--- src/design/lprl_pkg.sv ---
// ----------------------------------------------------------------------------
// lprl_pkg
// Shared constants and types for the longest-prefix route lookup unit.
// ----------------------------------------------------------------------------
`default_nettype none

package lprl_pkg;

    localparam int TABLE_DEPTH = 1024;
    localparam int IDX_W       = $clog2(TABLE_DEPTH);
    localparam int CNT_W       = $clog2(TABLE_DEPTH + 1);
    localparam int ADDR_W      = 32;
    localparam int PORT_W      = 8;

    localparam logic MODE_WRITE  = 1'b0;
    localparam logic MODE_LOOKUP = 1'b1;

    typedef struct packed {
        logic              en;
        logic [IDX_W-1:0]  idx;
        logic [ADDR_W-1:0] prefix;
        logic [ADDR_W-1:0] mask;
        logic [ADDR_W-1:0] hop;
        logic [PORT_W-1:0] port;
    } tbl_wr_t;

    typedef struct packed {
        logic              valid;
        logic              found;
        logic [ADDR_W-1:0] hop;
        logic [PORT_W-1:0] port;
        logic [IDX_W-1:0]  slot;
    } lookup_res_t;

endpackage

`default_nettype wire

--- src/design/lprl_scan.sv ---
// ----------------------------------------------------------------------------
// lprl_scan
// Lookup sequencer: walks the active slots with one shared comparator,
// keeps the best match, then fetches the winner's next hop and port.
// ----------------------------------------------------------------------------
`default_nettype none

module lprl_scan
(
    input  wire logic                        clk,
    input  wire logic                        rst_n,
    input  wire logic                        start,
    input  wire logic [lprl_pkg::ADDR_W-1:0] dest,
    input  wire logic [lprl_pkg::CNT_W-1:0]  limit,
    input  wire logic [lprl_pkg::ADDR_W-1:0] rd_prefix,
    input  wire logic [lprl_pkg::ADDR_W-1:0] rd_mask,
    input  wire logic [lprl_pkg::ADDR_W-1:0] rd_hop,
    input  wire logic [lprl_pkg::PORT_W-1:0] rd_port,
    output logic      [lprl_pkg::IDX_W-1:0]  scan_addr,
    output logic      [lprl_pkg::IDX_W-1:0]  fetch_addr,
    output logic                             busy,
    output lprl_pkg::lookup_res_t            res
);

    typedef enum logic [1:0] {
        ST_IDLE,
        ST_SCAN,
        ST_FETCH,
        ST_RESULT
    } state_t;

    state_t                        state_reg, state_next;
    logic [lprl_pkg::CNT_W-1:0]    iss_reg, iss_next;
    logic [lprl_pkg::CNT_W-1:0]    limit_reg, limit_next;
    logic                          cmp_valid_reg, cmp_valid_next;
    logic [lprl_pkg::IDX_W-1:0]    cmp_idx_reg, cmp_idx_next;
    logic                          hit_reg, hit_next;
    logic [lprl_pkg::IDX_W-1:0]    best_reg, best_next;
    logic [lprl_pkg::ADDR_W-1:0]   best_mask_reg, best_mask_next;
    logic [lprl_pkg::ADDR_W-1:0]   dest_reg, dest_next;
    logic                          match;

    assign match      = ((dest_reg & rd_mask) == rd_prefix);
    assign scan_addr  = iss_reg[lprl_pkg::IDX_W-1:0];
    assign fetch_addr = best_reg;
    assign busy       = (state_reg != ST_IDLE);

    always_comb
    begin
        state_next     = state_reg;
        iss_next       = iss_reg;
        limit_next     = limit_reg;
        cmp_valid_next = 1'b0;
        cmp_idx_next   = cmp_idx_reg;
        hit_next       = hit_reg;
        best_next      = best_reg;
        best_mask_next = best_mask_reg;
        dest_next      = dest_reg;

        unique case (state_reg)
            ST_IDLE:
            begin
                if (start)
                begin
                    state_next = ST_SCAN;
                    iss_next   = '0;
                    limit_next = limit;
                    dest_next  = dest;
                    hit_next   = 1'b0;
                    best_next  = '0;
                    best_mask_next = '0;
                end
            end
            ST_SCAN:
            begin
                if (iss_reg < limit_reg)
                begin
                    iss_next       = iss_reg + 1'b1;
                    cmp_valid_next = 1'b1;
                    cmp_idx_next   = iss_reg[lprl_pkg::IDX_W-1:0];
                end
                else if (!cmp_valid_reg)
                begin
                    state_next = ST_FETCH;
                end
                if (cmp_valid_reg && match && (!hit_reg || (rd_mask > best_mask_reg)))
                begin
                    hit_next       = 1'b1;
                    best_next      = cmp_idx_reg;
                    best_mask_next = rd_mask;
                end
            end
            ST_FETCH:
            begin
                state_next = ST_RESULT;
            end
            ST_RESULT:
            begin
                state_next = ST_IDLE;
            end
            default:
            begin
                state_next = ST_IDLE;
            end
        endcase
    end

    always_ff @(posedge clk or negedge rst_n)
    begin
        if (!rst_n)
        begin
            state_reg     <= ST_IDLE;
            cmp_valid_reg <= 1'b0;
            hit_reg       <= 1'b0;
            iss_reg       <= '0;
            limit_reg     <= '0;
        end
        else
        begin
            state_reg     <= state_next;
            cmp_valid_reg <= cmp_valid_next;
            hit_reg       <= hit_next;
            iss_reg       <= iss_next;
            limit_reg     <= limit_next;
        end
    end

    always_ff @(posedge clk)
    begin
        cmp_idx_reg   <= cmp_idx_next;
        best_reg      <= best_next;
        best_mask_reg <= best_mask_next;
        dest_reg      <= dest_next;
    end

    always_comb
    begin
        res.valid = (state_reg == ST_RESULT);
        res.found = hit_reg;
        res.hop   = hit_reg ? rd_hop : '0;
        res.port  = hit_reg ? rd_port : '0;
        res.slot  = hit_reg ? best_reg : '0;
    end

endmodule

`default_nettype wire
--- config.mk ---
export PLATFORM = sky130hd
export DESIGN_NAME = lprl_scan
export DESIGN_NICKNAME = d
export VERILOG_FILES = /design/src/design/lprl_pkg.sv /design/src/design/lprl_scan.sv
export SDC_FILE = /design/constraint.sdc
export NUM_CORES = 1
export LEC_CHECK = 0
export BUFFER_PORTS_ARGS = -buffer_cell sky130_fd_sc_hd__buf_4
export CORE_MARGIN = 4
export CORE_UTILIZATION = 32
export CTS_CLUSTER_SIZE = 30
export DETAILED_ROUTE_END_ITERATION = 6
export GPL_ROUTABILITY_DRIVEN = 0
export PLACE_DENSITY = 0.57
export SYNTH_ARGS = -nofsm -noshare
export SYNTH_HDL_FRONTEND = slang
export SYNTH_SLANG_ARGS = --single-unit
--- constraint.sdc ---
create_clock -name clk -period 7.2 [get_ports clk]
set_input_delay 0.36 -clock clk [delete_from_list [all_inputs] [get_ports clk]]
set_output_delay 0.36 -clock clk [all_outputs]
set_load 0.02 [all_outputs]
==> flow_metrics.env, run 1 <==
export IMPL_wl_um=16500
export IMPL_gr_usage_all_layers=0.154
export IMPL_synth_warnings=0
export IMPL_whs_path_depth=1
export IMPL_cap_violations=0
export IMPL_clock_sink_count=110
export IMPL_area_growth_syn_to_layout_pct=35.7
export IMPL_fillCellCount=1724
export IMPL_first_pass_iters=4
export IMPL_vias=4745
export IMPL_per_instance_average_area_after_synthesis_um2=10.9
export IMPL_fin_hold_ws_ns=0.174
export IMPL_dpl_hpwl_um=13000
export IMPL_setup_violations_final=0
export IMPL_hold_path_class="in2reg"
export IMPL_yosys_top_cells_area="edfxtp_1 (42%), dfrtp_1 (11%), ha_1 (9.9%)"
export IMPL_slew_limit_headroom=0.187
export IMPL_fin_worst_skew_ns=0.0107
export IMPL_grt_use_met2=0.267
export IMPL_grt_first_pass_wirelength_um=26200
export IMPL_r2r_end="fetch_addr[7]"
export IMPL_post_layout_net_count=964
export IMPL_critPathKind="reg2reg"
export IMPL_clock_root_buffer="clkbuf_16"
export IMPL_post_route_period_util=0.480
export IMPL_final_setup_tns_ns=0
export IMPL_fp_dieH_um=145
export IMPL_swShare=0.252
export IMPL_grt_pass1_vias=4968
export IMPL_timing_rr_start="state_reg[1]"
export IMPL_pwr_share_comb=0.157
export IMPL_required_time_of_the_critical_path_ns=7.19
export IMPL_layout_setup_ws_ns=3.75
export IMPL_syn_instance_count=556
export IMPL_sequential_share_of_power=0.502
export IMPL_hp_start="dest[18]"
export IMPL_post_place_setup_slack_ns=3.72
export IMPL_initial_utilization=0.331
export IMPL_max_clock_freq_mhz=289
export IMPL_startpoint="state_reg[1]"
export IMPL_worst_slew_pin_transition_ns=1.22
export IMPL_ff2ff_setup_slack_ns=3.75
export IMPL_netlist_cell_type_count=42
export IMPL_grt_antenna_before_repair=0
export IMPL_crit_path_start_kind="register"
export IMPL_groute_layer_met1_usage=0.182
export IMPL_post_synth_top_area_cell="edfxtp_1"
export IMPL_maximum_number_of_pins_on_one_net_before_global_route_repair=54
export IMPL_clock_tree_buffer_depth=2
export IMPL_detail_route_wl_per_cell_um=16.5
export IMPL_power_total_mw=1.49
export IMPL_ys_seq_elements=110
export IMPL_insertion_delay_ns=0.36
export IMPL_netlist_area_um2=6040
export IMPL_timing_critical_path_to_type="register"
export IMPL_cts_htree_levels=3
export IMPL_ys_seq_area_frac=0.525
export IMPL_core_um2=18300
export IMPL_rsz0062_at_grt="false"
export IMPL_fraction_of_power_consumed_by_the_clock_network=0.341
export IMPL_power_per_cell_area_nw_per_um2=181
export IMPL_worst_setup_hold_path_clk_slew_ns=0.08
export IMPL_overflow_after_grt=0
export IMPL_rows=49
export IMPL_die_w_um=145
export IMPL_hold_viol_final=0
export IMPL_cts_resized=0
export IMPL_whs_endpoint="dest_reg[18]"
export IMPL_cts_tree="done"
export IMPL_number_of_primary_i_o_pins=223
export IMPL_p_leak_nw=3.71
export IMPL_report_final_slew_viol_count=0
export IMPL_yosys_area_top_type_share=0.417
export IMPL_power_net_switching_uw=375
export IMPL_route_antenna_remaining_nets=0
export IMPL_grt_busiest_layer="met2"
export IMPL_placed_cell_area_um2=7890
export IMPL_portBuffers=222
export IMPL_diodes=0
export IMPL_detail_route_drc_violations=0
export IMPL_critPathArrivalTime_ns=3.44
export IMPL_design_die_area_um2=21100
export IMPL_crit_path_max_fanout=47
export IMPL_cts_inserted_buffers=9
export IMPL_ir_worst_vdd_uv=128
export IMPL_grt_met3_usage=0.0498
export IMPL_syn_num_nets=754
export IMPL_layout_cell_area_non_filler_um2=8200
export IMPL_run_status="finished, final reports clean"
export IMPL_drt_first_iter_violations=216
export IMPL_p_int_mw=1.11
export IMPL_rr_worst_depth=9
export IMPL_post_route_cells_drive_above_1_share=0.318
export IMPL_detail_route_vias_per_cell=4.75
export IMPL_final_period_minus_worst_setup_slack_ns=3.45
timing repair:
item                      4_1_cts  5_1_grt
hold endpoints to repair       26        0
setup buffers                   0        0
hold buffers                    1        0
power groups by stage:
stage | clock [mW] | sequential [mW] | combinational [mW]
2_1_floorplan | 0 | 0.745 | 0.125
3_3_place_gp | 0 | 0.762 | 0.233
3_5_place_dp | 0 | 0.762 | 0.236
4_1_cts | 0.520 | 0.748 | 0.237
5_1_grt | 0.553 | 0.751 | 0.257
6_report | 0.507 | 0.747 | 0.233
metrics by stage:
stage | cells | utilization
after floorplan | 556 | -
after global placement | 983 | 0.432
after detailed placement | 983 | 0.432
after CTS | 1000 | 0.449
after global routing | 1000 | 0.449
final | 1000 | 0.449
how the worst max path moves through the flow:
stage	endpoint	cells past startpoint
after floorplan	best_mask_reg[0]	8
after detailed placement	fetch_addr[7]	9
after CTS	fetch_addr[6]	9
after global placement	fetch_addr[7]	9
final	fetch_addr[7]	9
after global routing	fetch_addr[3]	9
critical path, cell delays in order (launching register included):
cell and delay [ns]:
dfrtp_1 0.41, inv_1 0.11, ha_1 0.15, buf_4 0.34, a21boi_1 0.40, nand3b_1 0.31
nor4_1 0.44, a31oi_1 0.20, a41oi_4 0.21, buf_4 0.49
placed cells by master, fill, tap and decap left out, types with 4 or more instances in the layout:
cell type  netlist  final
nand2_1         58     58
nor2_1          10     10
nand3_1         10     10
and3_1           6      6
dfrtp_1         26     26
o21ai_0         17     17
buf_4           11    224
nor3_1           4      4
and2_1          91     91
edfxtp_1        84     84
clkbuf_16        0      9
xor2_1          29     29
nand4_1         17     17
o31ai_1          8      8
ha_1            48     48
a21o_1           5      5
inv_1           51     50
or4_1            8      8
a21oi_1         26     26
cell families (layout without fill, tap and decap cells):
logic type / count (synthesis) / count (layout) / synth area share
multiplexers: 3 / 3 / 0.00538
flip-flops: 110 / 110 / 0.525
XOR/XNOR: 32 / 32 / 0.0464
AND/OR/NAND/NOR: 213 / 213 / 0.192
buffers and inverters: 78 / 293 / 0.0557
AO/OA/AOI/OAI: 72 / 72 / 0.0760
adder cells (fa/ha/maj): 48 / 48 / 0.0994
synth_stat cells (all sizes together):
cell and count:
nor2b 1, xor2 29, and4 2, clkbuf 13, o41ai 2, nand4 17
or3 1, o211ai 1, a21boi 1, nand3b 1, mux2 2, nor2 10
a211o 2, and2 92, edfxtp 84, clkinv 1, a21o 5, o22ai 1
nor3 4, a21oi 27, a41oi 2, a221o 2, or4 8, mux2i 1
o311ai 1, xnor2 3, a221oi 1, nand3 10, nor4 3, o31ai 8
a211oi 1, inv 51, nand2 58, dfrtp 26, o21ai 17, a31oi 1
buf 13, and3 6, ha 48
layer usage:
layer | share of wire | vias up
li1 | - | 2343
met1 | 0.42 | 2197
met2 | 0.49 | 185
met3 | 0.071 | 20
met4 | 0.021 | 0
met5 | 0 | -
layout make-up:
class	count	area [um2]	area share
sequential	110	3170	0.387
multi-input combinational	368	2550	0.311
timing repair buffer	225	1690	0.206
tap	229	287	0.0350
clock buffer	9	225	0.0275
inverter	52	195	0.0238
clock inverter	7	73.8	0.00900
Note: power is estimated with default switching activity, not from simulation.
==> run 2: changes to the inputs <==
--- a/config.mk
+++ b/config.mk
@@ -5,13 +5,14 @@
 export SDC_FILE = /design/constraint.sdc
 export NUM_CORES = 1
 export LEC_CHECK = 0
+export ABC_AREA = 1
 export BUFFER_PORTS_ARGS = -buffer_cell sky130_fd_sc_hd__buf_4
 export CORE_MARGIN = 4
 export CORE_UTILIZATION = 32
 export CTS_CLUSTER_SIZE = 30
 export DETAILED_ROUTE_END_ITERATION = 6
 export GPL_ROUTABILITY_DRIVEN = 0
-export PLACE_DENSITY = 0.57
+export PLACE_DENSITY = 0.58
 export SYNTH_ARGS = -nofsm -noshare
 export SYNTH_HDL_FRONTEND = slang
 export SYNTH_SLANG_ARGS = --single-unit
==> constraint.sdc (replaced) <==
create_clock -name clk -period 2.9 [get_ports clk]
set_input_delay 0.145 -clock clk [delete_from_list [all_inputs] [get_ports clk]]
set_output_delay 0.145 -clock clk [all_outputs]
set_load 0.02 [all_outputs]
==> flow_metrics.env, run 2 <==
export IMPL_route_antenna_remaining_nets=0
export IMPL_slowest_delay_ns=0.33
export IMPL_layout_cells_most_common="buf_4"
export IMPL_crit_path_start_kind="register"
export IMPL_netlist_area_um2=6310
export IMPL_post_route_period_util=0.767
export IMPL_most_frequent_cells_in_the_layout="buf_4 (226), nand2_1 (224), inv_1 (159), edfxtp_1 (84), ha_1 (47)"
export IMPL_first_pass_iters=4
export IMPL_detail_route_wl_per_cell_um=12.5
export IMPL_post_route_cells_drive_above_1_share=0.269
export IMPL_post_place_setup_slack_ns=0.665
export IMPL_grt_first_pass_wirelength_um=25000
export IMPL_cts_tree="done"
export IMPL_crit_path_cell_trace="inv_1 > ha_1 > nand2_1 > nor2_1 > nand2_1 > nor2_1 > nand2_1 > nand2_1 > nand2_1 > nand2_1 > nand2_1 > nand2_1 > nand2_1 > inv_2 > buf_12"
export IMPL_fillCellCount=1922
export IMPL_slew_limit_headroom=0.560
export IMPL_post_synth_top_area_cell="edfxtp_1"
export IMPL_grt_antenna_before_repair=0
export IMPL_wl_um=15700
export IMPL_run_status="finished, final reports clean"
export IMPL_ys_seq_area_frac=0.503
export IMPL_max_clock_freq_mhz=450
export IMPL_crit_path_frequent_cell="nand2_1"
export IMPL_required_time_of_the_critical_path_ns=2.94
export IMPL_grt_pass1_vias=5108
export IMPL_core_um2=19400
export IMPL_worstPathBufferInverterCount=3
export IMPL_ys_dominant_reg_cell="edfxtp_1"
export IMPL_report_final_slew_viol_count=0
export IMPL_power_total_mw=6.62
export IMPL_diodes=0
export IMPL_layout_setup_ws_ns=0.676
export IMPL_timing_rr_start="best_mask_reg[31]"
export IMPL_post_layout_net_count=1179
export IMPL_per_instance_average_area_after_synthesis_um2=8.69
export IMPL_syn_instance_count=726
export IMPL_portBuffers=222
export IMPL_insertion_delay_ns=0.36
export IMPL_syn_num_nets=924
export IMPL_master_of_the_slowest_instance_on_the_critical_path="edfxtp_1"
export IMPL_dpl_hpwl_um=11700
export IMPL_cap_violations=0
export IMPL_crit_path_max_fanout=42
export IMPL_postCtsSetupRepairBufs=0
export IMPL_detail_route_drc_violations=0
export IMPL_yosys_cell_count_top_type="nand2_1"
export IMPL_rows=51
export IMPL_detail_route_vias_per_cell=4.14
export IMPL_maximum_number_of_pins_on_one_net_before_global_route_repair=55
export IMPL_cts_htree_levels=3
export IMPL_initial_utilization=0.325
export IMPL_hp_start="rd_mask[7]"
export IMPL_clock_sink_count=110
export IMPL_setup_violations_final=0
export IMPL_final_setup_tns_ns=0
export IMPL_asyncSetResetFlopFracSynth=0.236
export IMPL_cts_hold_buffers_added=44
export IMPL_cts_resized=0
export IMPL_gr_usage_all_layers=0.142
export IMPL_yosys_area_top_type_share=0.400
export IMPL_design_die_area_um2=22000
export IMPL_overflow_after_grt=0
export IMPL_number_of_primary_i_o_pins=223
export IMPL_timing_critical_path_to_type="register"
export IMPL_area_growth_syn_to_layout_pct=41.2
export IMPL_synth_enable_flop_cells=84
export IMPL_drt_first_iter_violations=152
export IMPL_yosys_top_cells_area="edfxtp_1 (40%), nand2_1 (13%), dfrtp_1 (10%)"
export IMPL_p_leak_nw=4.77
export IMPL_fin_worst_skew_ns=0.0116
export IMPL_vias=5174
export IMPL_worst_setup_hold_path_clk_slew_ns=0.08
export IMPL_hold_path_class="in2reg"
export IMPL_critPathArrivalTime_ns=2.27
export IMPL_power_per_cell_area_nw_per_um2=743
export IMPL_clock_root_buffer="clkbuf_16"
export IMPL_rr_worst_depth=15
export IMPL_critical_path_depth=15
export IMPL_cts_inserted_buffers=9
export IMPL_ys_seq_elements=110
export IMPL_cp_top_family="simple AND/OR/NAND/NOR gates"
export IMPL_whs_path_depth=3
export IMPL_startpoint="best_mask_reg[31]"
export IMPL_ir_worst_vdd_uv=315
export IMPL_fp_dieH_um=148
export IMPL_clock_tree_buffer_depth=2
export IMPL_rsz0062_at_grt="false"
export IMPL_die_w_um=148
export IMPL_final_period_minus_worst_setup_slack_ns=2.22
export IMPL_critPathKind="reg2reg"
export IMPL_synth_warnings=0
export IMPL_hold_viol_final=0
export IMPL_netlist_cell_type_count=29
export IMPL_worst_slew_pin_transition_ns=0.660
export IMPL_synthTopCellsByCount="nand2_1 (224), inv_1 (161), edfxtp_1 (84)"
[run 2: cell count changes in the layout (fill, tap and decap cells not counted), sizes merged, moves of 13 or more]
cell         delta
nand2         +169
dlygate4sd3    +43
inv           +111
nor2           +19
nand4          -13
and2           -92
[run 2: final timing paths]
kind | endpoint | slack (ns)
max | fetch_addr[0] | 0.68
min | best_mask_reg[7] | 0.06
max reg2reg | fetch_addr[0] | 0.68
min reg2reg | fetch_addr[7] | 0.50
max in group asynchronous | cmp_valid_reg | 2.41
min in group asynchronous | iss_reg[1] | 0.23
[run 2: kinds of logic (layout without fill, tap and decap cells)]
kind of cell,after synthesis,in the layout,synth area share
fa+ha+maj,48,48,0.0952
compound gates,51,51,0.0458
xor+xnor,27,27,0.0375
flops,110,110,0.503
buf+inv,189,449,0.123
simple gates,301,301,0.195
[run 2: metrics by stage]
step	instances	hold WS, ns	area, um2	utilization
3_3_place_gp	1191	0.0843	8190	0.422
6_report	1251	0.0619	8910	0.459
2_1_floorplan	726	-0.151	6310	-
5_1_grt	1251	0.0580	8910	0.459
3_5_place_dp	1191	0.0880	8190	0.422
4_1_cts	1251	0.0511	8910	0.459
[run 2: cell type report]
class | instances | area (um2) | area share
Clock buffer | 11 | 243 | 0.0273
Clock inverter | 5 | 33.8 | 0.00379
Inverter | 162 | 608 | 0.0683
Multi-Input combinational cell | 427 | 2360 | 0.265
Sequential cell | 110 | 3170 | 0.356
Tap cell | 265 | 332 | 0.0372
Timing Repair Buffer | 271 | 2160 | 0.242
[run 2: worst reg2reg max path, stage by stage, from the launching register on]
cell	delay (ns)
edfxtp_1	0.33
inv_1	0.04
ha_1	0.28
nand2_1	0.07
nor2_1	0.15
nand2_1	0.09
nor2_1	0.21
nand2_1	0.09
nand2_1	0.06
nand2_1	0.04
nand2_1	0.05
nand2_1	0.04
nand2_1	0.07
nand2_1	0.08
inv_2	0.07
buf_12	0.24
[run 2: power breakdown]
part / leakage (nW) / total, mW / switching [mW] / internal, mW
Combinational: 3.50 / 2.81 / 1.75 / 1.06
Clock: 0.140 / 1.20 / 0.596 / 0.609
Sequential: 1.14 / 2.60 / 0.190 / 2.41
Total: 4.77 / 6.62 / 2.54 / 4.08
[run 2: layer usage]
metal,up-vias,GRT usage,share of wire
met4,0,0.0420,0.016
met3,19,0.0305,0.050
met5,-,0,0
met2,122,0.239,0.48
met1,2292,0.185,0.45
li1,2741,-,-
==> run 3: changes to the inputs <==
==> constraint.sdc (replaced) <==
create_clock -name clk -period 2 [get_ports clk]
set_input_delay 0.1 -clock clk [delete_from_list [all_inputs] [get_ports clk]]
set_output_delay 0.1 -clock clk [all_outputs]
set_load 0.02 [all_outputs]
==> flow_metrics.env, run 3 (synthesized netlist as in run 2, its figures left out) <==
export IMPL_run_status="complete, but fails checks"
export IMPL_violations_in_the_final_reports="setup timing"
export IMPL_final_period_minus_worst_setup_slack_ns=2.17
export IMPL_most_frequent_cells_in_the_layout="buf_4 (245), nand2_1 (219), inv_1 (157), edfxtp_1 (84)"
export IMPL_rows=51
export IMPL_gr_usage_all_layers=0.143
export IMPL_grt_first_pass_wirelength_um=25300
export IMPL_drt_first_iter_violations=213
export IMPL_maximum_number_of_pins_on_one_net_before_global_route_repair=55
export IMPL_master_of_the_slowest_instance_on_the_critical_path="edfxtp_1"
export IMPL_worst_slew_pin_transition_ns=0.515
export IMPL_layout_cell_area_non_filler_um2=9180
export IMPL_power_per_cell_area_nw_per_um2=1080
export IMPL_final_setup_tns_ns=-6.14
export IMPL_timing_critical_path_to_type="register"
export IMPL_crit_path_start_kind="register"
export IMPL_fin_hold_ws_ns=0.0309
export IMPL_worst_setup_hold_path_clk_slew_ns=0.07
export IMPL_fin_worst_skew_ns=0.00651
export IMPL_clock_root_buffer="clkbuf_16"
export IMPL_rsz0062_at_grt="true"
export IMPL_layout_cells_most_common="buf_4"
export IMPL_critPathKind="reg2reg"
export IMPL_power_total_mw=9.96
export IMPL_crit_path_cell_trace="inv_1 > ha_4 > a21oi_1 > nor2_1 > nor2_1 > nand2_1 > nand2_1 > nand2_2 > nand2_1 > nand2_1 > nand2_1 > nand2_1 > nand2_1 > nand2_2 > nand2_4 > clkinvlp_4 > buf_12"
export IMPL_post_layout_net_count=1202
export IMPL_vias=5189
export IMPL_detail_route_wl_per_cell_um=12.2
export IMPL_design_die_area_um2=22000
export IMPL_detail_route_vias_per_cell=4.07
export IMPL_area_growth_syn_to_layout_pct=45.6
export IMPL_wl_um=15600
export IMPL_placed_cell_area_um2=8380
export IMPL_p_leak_nw=4.89
export IMPL_clock_sink_count=110
export IMPL_required_time_of_the_critical_path_ns=2.10
export IMPL_diodes=0
export IMPL_critPathArrivalTime_ns=2.27
export IMPL_cts_inserted_buffers=9
export IMPL_overflow_after_grt=0
export IMPL_first_pass_iters=4
export IMPL_layout_setup_ws_ns=-0.170
export IMPL_initial_utilization=0.325
export IMPL_cts_htree_levels=3
export IMPL_hold_path_class="in2reg"
export IMPL_dpl_hpwl_um=11900
export IMPL_crit_path_max_fanout=26
export IMPL_insertion_delay_ns=0.35
export IMPL_fp_dieH_um=148
export IMPL_grt_antenna_before_repair=0
export IMPL_route_antenna_remaining_nets=0
export IMPL_hold_viol_final=0
export IMPL_portBuffers=222
export IMPL_detail_route_drc_violations=0
export IMPL_grt_pass1_vias=5055
export IMPL_number_of_primary_i_o_pins=223
export IMPL_setup_violations_final=42
export IMPL_clock_tree_buffer_depth=2
export IMPL_report_final_slew_viol_count=0
export IMPL_cts_tree="done"
export IMPL_post_route_cells_drive_above_1_share=0.297
export IMPL_post_route_period_util=1.08
export IMPL_die_w_um=148
export IMPL_cap_violations=0
export IMPL_slew_limit_headroom=0.657
export IMPL_core_um2=19400
export IMPL_crit_path_frequent_cell="nand2_1"
export IMPL_slowest_delay_ns=0.36
export IMPL_ir_worst_vdd_uv=525
export IMPL_max_clock_freq_mhz=461
## run 3: critical path: cells and delay by family, from the launching register on
family / cells / cell delay [ns]
AOI/OAI and AO/OA: 1 / 0.12
buffers and inverters: 3 / 0.42
DFF: 1 / 0.36
adders and majority gates: 1 / 0.21
and+or+nand+nor: 12 / 0.82
## run 3: repair_timing
item / 4_1_cts / 5_1_grt
setup buffers: 1 / 0
hold buffers: 44 / 0
pin swaps: 0 / 1
setup endpoints to repair: 42 / 56
endpoints found under the hold margin: 69 / 0
resized for setup: 8 / 10
## run 3: cell type report
cell class | instances | area (um2)
clock buffers | 11 | 233
clock inverters | 5 | 50.0
fillers | 1920 | 10200
inverters | 162 | 612
multi-input cells | 427 | 2430
flip-flops and latches | 110 | 3170
well taps | 265 | 332
repair buffers | 294 | 2350
## run 3: stage by stage
step | std cells | setup WS, ns | utilization
6_report | 1274 | -0.170 | 0.473
3_5_place_dp | 1213 | -0.191 | 0.432
4_1_cts | 1274 | -0.173 | 0.471
3_3_place_gp | 1213 | -0.170 | 0.432
5_1_grt | 1274 | -0.349 | 0.473
2_1_floorplan | 726 | -0.335 | -
## run 3: final timing paths
kind	startpoint	to	slack, ns	cells past startpoint
max reg2reg	best_mask_reg[5]	fetch_addr[3]	-0.17	17
min in group asynchronous	rst_n	hit_reg	0.21	2
min reg2reg	cmp_idx_reg[0]	fetch_addr[0]	0.50	2
max in group asynchronous	rst_n	state_reg[0]	1.53	2
max	best_mask_reg[5]	fetch_addr[3]	-0.17	17
min	rd_mask[0]	best_mask_reg[0]	0.03	3
## run 3: metal layers
| metal | wire [um] | vias to the layer above | global-route usage |
|---|---|---|---|
| met1 | 7100 | 2266 | 0.194 |
| met3 | 824 | 8 | 0.0332 |
| met5 | 0 | - | 0 |
| met4 | 163 | 0 | 0.0333 |
| met2 | 7480 | 123 | 0.235 |
| li1 | - | 2792 | - |
## run 3: report_power, final
group	total [mW]	switching, mW	leakage, nW	internal [mW]
Clock	1.77	0.811	0.131	0.963
Combinational	4.45	2.65	3.62	1.80
Sequential	3.73	0.243	1.14	3.49
Total	9.96	3.70	4.89	6.26
